==> config.mk <==
export PLATFORM = sky130hd
export DESIGN_NAME = mfde_ctrl
export DESIGN_NICKNAME = d
export VERILOG_FILES = /design/src/hw/rtl/mono_framebuffer_draw_engine_macros.svh /design/src/hw/rtl/mfde_pkg.sv /design/src/hw/rtl/mfde_ctrl.sv
export SDC_FILE = /design/constraint.sdc
export NUM_CORES = 1
export LEC_CHECK = 0
export BUFFER_PORTS_ARGS = -buffer_cell sky130_fd_sc_hd__buf_2
export CAP_MARGIN = 10
export CORE_MARGIN = 2
export CORE_UTILIZATION = 47
export CTS_CLUSTER_DIAMETER = 80
export CTS_CLUSTER_SIZE = 25
export DETAILED_ROUTE_END_ITERATION = 12
export PLACE_DENSITY = 0.74
export SYNTH_ARGS = -nofsm -noshare
export SYNTH_HDL_FRONTEND = slang
export SYNTH_SLANG_ARGS = --single-unit
==> constraint.sdc <==
create_clock -name clk -period 1.8 [get_ports clk]
set_input_delay 0.27 -clock clk [delete_from_list [all_inputs] [get_ports clk]]
set_output_delay 0.27 -clock clk [all_outputs]
set_load 0.01 [all_outputs]
==> src/hw/rtl/mono_framebuffer_draw_engine_macros.svh <==
// assertion macros for the framebuffer draw engine
`ifndef MONO_FRAMEBUFFER_DRAW_ENGINE_MACROS_SVH
`define MONO_FRAMEBUFFER_DRAW_ENGINE_MACROS_SVH
`ifndef SYNTH
`define MFDE_ASSERT_IMP(lbl, ante, cons) \
    lbl: assert property (@(posedge clk) disable iff (!rst_n) (ante) |-> (cons)) \
        else $error("check failed");
`define MFDE_ASSERT_NEXT(lbl, ante, cons) \
    lbl: assert property (@(posedge clk) disable iff (!rst_n) (ante) |=> (cons)) \
        else $error("check failed");
`else
`define MFDE_ASSERT_IMP(lbl, ante, cons)
`define MFDE_ASSERT_NEXT(lbl, ante, cons)
`endif
`endif

==> src/hw/rtl/mfde_pkg.sv <==
// shared types, constants and font rom of the framebuffer draw engine
`timescale 1ns / 1ps
package mfde_pkg;
    localparam int ROWS_DEF = 64;
    localparam int COLS_DEF = 128;
    localparam int ROW_W    = 128;
    localparam int HALF_W   = 64;
    localparam int CRD_W    = 12;
    localparam int GLYPH_BLANK = 45;

    typedef logic [2:0] kind_t;
    localparam kind_t KIND_CLEAR   = 3'd0;
    localparam kind_t KIND_PIXEL   = 3'd1;
    localparam kind_t KIND_FILL    = 3'd2;
    localparam kind_t KIND_OUTLINE = 3'd3;
    localparam kind_t KIND_GLYPH   = 3'd4;
    localparam kind_t KIND_FLUSH   = 3'd5;

    typedef enum logic [1:0] {
        MODE_FILL    = 2'd0,
        MODE_OUTLINE = 2'd1,
        MODE_GLYPH   = 2'd2
    } mode_t;

    // controller to datapath
    typedef struct packed {
        logic accept;
        logic clear;
        logic rd_draw;
        logic wr_draw;
        logic row_inc;
        logic flush_rd;
        logic flush_load;
        logic empty_load;
        logic flush_end;
    } ctl_cmd_t;

    // datapath to controller
    typedef struct packed {
        kind_t kind;
        logic  draw_empty;
        logic  row_at_hi;
        logic  none_dirty;
        logic  row_dirty;
        logic  flush_last;
        logic  out_busy;
    } dp_sts_t;

    // 3x5 glyphs, one octal digit per row, top row first
    localparam logic [14:0] FONT [46] = '{
        15'o75557, 15'o26227, 15'o71747, 15'o71717, 15'o55711,
        15'o74717, 15'o74757, 15'o71122, 15'o75757, 15'o75717,
        15'o25755, 15'o65656, 15'o34443, 15'o65556, 15'o74747,
        15'o74744, 15'o34553, 15'o55755, 15'o72227, 15'o11152,
        15'o55655, 15'o44447, 15'o57755, 15'o65555, 15'o75557,
        15'o75744, 15'o75571, 15'o75655, 15'o34216, 15'o72222,
        15'o55557, 15'o55552, 15'o55775, 15'o55255, 15'o55222,
        15'o71247,
        15'o02020, 15'o00700, 15'o00002, 15'o22202, 15'o61202,
        15'o42124, 15'o12421, 15'o11244, 15'o02720,
        15'o00000
    };

    function automatic logic [14:0] glyph_bits(input logic [7:0] code);
        logic [5:0] idx;
        unique case (code) inside
            [8'h30:8'h39]: idx = 6'(code - 8'h30);
            [8'h41:8'h5A]: idx = 6'(code - 8'h41 + 8'd10);
            [8'h61:8'h7A]: idx = 6'(code - 8'h61 + 8'd10);
            8'h3A:         idx = 6'd36;
            8'h2D:         idx = 6'd37;
            8'h2E:         idx = 6'd38;
            8'h21:         idx = 6'd39;
            8'h3F:         idx = 6'd40;
            8'h3E:         idx = 6'd41;
            8'h3C:         idx = 6'd42;
            8'h2F:         idx = 6'd43;
            8'h2B:         idx = 6'd44;
            default:       idx = 6'(GLYPH_BLANK);
        endcase
        return FONT[idx];
    endfunction
endpackage

==> src/hw/rtl/mfde_ctrl.sv <==
// command sequencer of the draw engine
`timescale 1ns / 1ps
module mfde_ctrl
(
    input  logic               clk,
    input  logic               rst_n,
    input  logic               in_valid,
    output logic               in_ready,
    input  mfde_pkg::dp_sts_t  sts,
    output mfde_pkg::ctl_cmd_t cmd
);
    typedef enum logic [7:0] {
        S_IDLE   = 8'b0000_0001,
        S_DCHK   = 8'b0000_0010,
        S_DRD    = 8'b0000_0100,
        S_DWR    = 8'b0000_1000,
        S_FCHK   = 8'b0001_0000,
        S_FSCAN  = 8'b0010_0000,
        S_FLOAD  = 8'b0100_0000,
        S_FEMPTY = 8'b1000_0000
    } state_t;

    state_t state_reg, state_next;

    // state register
    always_ff @(posedge clk or negedge rst_n)
    begin
        if (!rst_n)
            state_reg <= S_IDLE;
        else
            state_reg <= state_next;
    end

    // next state and commands
    always_comb
    begin
        state_next = state_reg;
        cmd        = '0;
        in_ready   = 1'b0;
        unique case (state_reg)
            S_IDLE:
            begin
                in_ready   = 1'b1;
                cmd.accept = in_valid;
                if (in_valid)
                begin
                    unique case (sts.kind)
                        mfde_pkg::KIND_CLEAR:   cmd.clear  = 1'b1;
                        mfde_pkg::KIND_PIXEL,
                        mfde_pkg::KIND_FILL,
                        mfde_pkg::KIND_OUTLINE,
                        mfde_pkg::KIND_GLYPH:   state_next = S_DCHK;
                        mfde_pkg::KIND_FLUSH:   state_next = S_FCHK;
                        default:                state_next = S_IDLE;
                    endcase
                end
            end
            S_DCHK:
            begin
                if (sts.draw_empty)
                    state_next = S_IDLE;
                else
                begin
                    cmd.rd_draw = 1'b1;
                    state_next  = S_DWR;
                end
            end
            S_DRD:
            begin
                cmd.rd_draw = 1'b1;
                state_next  = S_DWR;
            end
            S_DWR:
            begin
                cmd.wr_draw = 1'b1;
                if (sts.row_at_hi)
                    state_next = S_IDLE;
                else
                begin
                    cmd.row_inc = 1'b1;
                    state_next  = S_DRD;
                end
            end
            S_FCHK:
            begin
                state_next = sts.none_dirty ? S_FEMPTY : S_FSCAN;
            end
            S_FSCAN:
            begin
                if (!sts.row_dirty)
                    cmd.row_inc = 1'b1;
                else if (!sts.out_busy)
                begin
                    cmd.flush_rd = 1'b1;
                    state_next   = S_FLOAD;
                end
            end
            S_FLOAD:
            begin
                cmd.flush_load = 1'b1;
                if (sts.flush_last)
                begin
                    cmd.flush_end = 1'b1;
                    state_next    = S_IDLE;
                end
                else
                begin
                    cmd.row_inc = 1'b1;
                    state_next  = S_FSCAN;
                end
            end
            S_FEMPTY:
            begin
                if (!sts.out_busy)
                begin
                    cmd.empty_load = 1'b1;
                    state_next     = S_IDLE;
                end
            end
            default: state_next = S_IDLE;
        endcase
    end
endmodule

==> impl_results.md <==
* Status: finished, violations left
* Failing checks: negative setup slack
* Post-detail-place hpwl at 1210 um
* Worst Skew at 0.00160 ns
* VDD IR max at 0.000478 V
* Sink Count at 8
* Leakage at 0.446 nW
* Pwr Density at 825 nW/um^2
* DRT iter0 DRCs at 37
* Post-Synth Adder-Cell Area at 0
* Clock Path Buffers at 2
* ANT cells at 0
* Htree depth at 1
* CP startpoint kind: flip-flop
* Final WL at 1980 um
* Critical Path Fanout Max at 7
* Clock transition at path regs at 0.06 ns
* RSZ-0062 raised after global routing: true
* Max-Cap Viols at 0
* Via Count at 791
* All-Layer GR Usage at 0.237
* Min Tclk post-route at 1.96 ns
* Combinational share of power at 0.482
* Multiplexer area fraction after synthesis at 0
* Simple-Gate Fraction of Synth Area at 0.470
* Dpl cells at 114
* Multi-input gate area at 460 sq um
* Routed Antenna Nets at 0
* Post-Syn Instances at 78
* Met1 Wirelength at 855 um
* Inserted Clock Buffers at 3
* TritonCTS clock tree: done
* Synth Cell Area at 637 sq um
* WL met2 at 984 um
* Synth Register Bits at 8
* Top Ports at 22
* Worst Path Arrival at 1.69 ns
* Initial core utilization at 0.496
* Ys Warns at 0
* Die height at 40.8 um
* R2r worst-path depth at 6
* Critical path type: flip-flop to output port
* Worst slew margin at 0.768
* Vias per inst at 6.08
* Chip Width at 40.8 um
* Share of cells above drive strength 1 at 0.496
* Routability cong. at 0.939
* P_sw at 0.000308 W
* Clock power frac at 0.194
* Later-pin clock latency in the skew report at 0.26 ns
* Vias in the first global route at 577
* Area delta synth->final at 49.5%
* Largest area contributor in the netlist: dfrtp_1
* Avg Synthesized Cell Area at 8.16 sq um
* R2R Path End: state_reg[4]
* Worst Setup End Kind: output port
* Sequential share of the synthesized area at 0.316
* DR DRC count at 0
* Remaining Overflow, GRT at 0
* Final-report hold violation count at 0
* FP Rows at 13
* Internal Power at 0.000477 W
* Sequential power share at 0.324
* Final Power at 0.000785 W
* Final number of max-transition violations at 0
* Cell variety after synth at 31
* Reg-to-Reg Start: state_reg[6]
* Final setup margin at -0.157 ns
* Global-route wire length before repair at 2480 um
* Post-route clock period utilization at 1.09
* CTS root buffer: clkbuf_4
* Worst Hold Launch: sts[7]
* WP data required at 1.53 ns
* Met3 WL post-DR at 124 um
* Largest net degree at the start of global routing at 11
* Initial DRT Pass Iterations at 4
* Antenna violations before repair at 0
* Non-Filler Instances at 130
* Largest family of logic cells by synthesized area: simple AND/OR/NAND/NOR gates
* Sequential cell area at 205 sq um
* Detail-routed net length per standard cell at 15.3 um
* Switching Share at 0.392
* Fin nets at 128
* Hold_ws at 0.203 ns
* Fillers at 95
* Synth top area share at 0.275
* Syn Nets at 90
* Top cells by area, synth: dfrtp_1 (28%), nor3_1 (5.5%), nand2_1 (4.7%)
* R2R Setup Slk at 0.22 ns
* Worst hold-check path type: primary input to flip-flop
* Hold Crit Endpoint: state_reg[4]
* Compound-cell area share of the yosys netlist at 0.171
* Setup TNS at -0.535 ns
* XOR/XNOR Fraction of Synth Area at 0
* Worst-margin pin slew at 0.347 ns
* DIE AREA at 1670 sq um
* Hold-critical path depth at 2
* Core area at 1280 sq um
* Final setup viols at 6
* Max reg flops at 8
* F_max at 511 MHz
* DR top layer: met4
* Port Buffers at 21
-- metal layers --
layer  global-route usage  vias up
li1                     -      366
met1                0.329      384
met2                0.328       37
met3               0.0815        4
met4                0.100        0
met5                    0        -
-- cell type report --
type                            instances  area share
Timing Repair Buffer                   34       0.230
Multi-Input combinational cell         63       0.484
Clock buffer                            4      0.0276
Tap cell                               15      0.0197
Sequential cell                         8       0.216
Inverter                                6      0.0237
-- cells in the mapped netlist --
library cell,number
nand3_1,2
nand2_1,8
a21oi_1,3
or3_1,2
a211oi_1,1
nor2_2,1
nand4_1,2
nor2b_4,1
o21ai_0,3
nor3b_1,1
nor3_2,2
a41oi_1,1
nand4b_1,1
o2bb2ai_1,1
o2111ai_1,1
nand2b_1,1
dfrtp_1,7
nor3_1,7
nand2_4,1
inv_1,6
nor2_1,8
and3_4,2
dfstp_2,1
a2bb2oi_1,1
a211o_1,1
nor4_4,1
o311ai_1,1
a31oi_1,3
nor2b_1,4
buf_2,1
nor4b_1,3
-- worst max-delay path, cell delays in order (launching register included) --
cell and delay (ns):
dfrtp_1 0.48, nor3_1 0.34, and3_4 0.24, nor2b_4 0.15, a211o_1 0.10, buf_2 0.12
-- layout by cell type (no fill, tap or decap), drive strengths merged, types with 3 or more instances in the layout --
master / n
buf: 33
nand2: 9
nor2: 9
nor3: 9
dfrtp: 7
inv: 6
nor2b: 5
clkbuf: 4
a21oi: 3
o21ai: 3
a31oi: 3
nor4b: 3
-- what timing repair did --
action / 4_1_cts / 5_1_grt
pin swaps: 2 / 8
hold endpoints to repair: 7 / 0
setup endpoints to repair: 6 / 9
setup buffers: 4 / 7
hold buffers: 1 / 0
resized for setup: 8 / 10
-- kinds of logic (layout without fill, tap and decap cells) --
| family | count (synthesis) | count (layout) |
|---|---|---|
| and+or+nand+nor | 47 | 47 |
| DFF | 8 | 8 |
| buffers and inverters | 7 | 44 |
| AOI/OAI and AO/OA | 16 | 16 |
-- per-stage QoR --
step | area [sq um] | utilization | worst slack, ns
6_report | 952 | 0.741 | -0.157
5_1_grt | 952 | 0.741 | -0.266
4_1_cts | 857 | 0.667 | -0.143
3_5_place_dp | 763 | 0.594 | 0.0945
2_1_floorplan | 637 | - | 0.271
3_3_place_gp | 763 | 0.594 | 0.110
-- worst max-delay path by stage --
stage | startpoint | endpoint | slack, ns | depth (start not counted)
6_report | state_reg[2] | cmd[4] | -0.16 | 5
5_1_grt | state_reg[2] | cmd[4] | -0.27 | 5
3_5_place_dp | state_reg[4] | cmd[4] | 0.09 | 5
3_3_place_gp | state_reg[6] | cmd[4] | 0.11 | 5
4_1_cts | state_reg[4] | cmd[4] | -0.14 | 5
2_1_floorplan | state_reg[4] | cmd[7] | 0.27 | 4
-- power groups by stage --
stage               combinational [W]  clock (W)  sequential [W]
floorplan                    0.000206          0        0.000238
global placement             0.000280          0        0.000245
detailed placement           0.000281          0        0.000245
CTS                          0.000326   0.000158        0.000248
global route                 0.000411   0.000171        0.000257
finish                       0.000378   0.000152        0.000255
No activity file was read; power rests on OpenSTA's default activity.
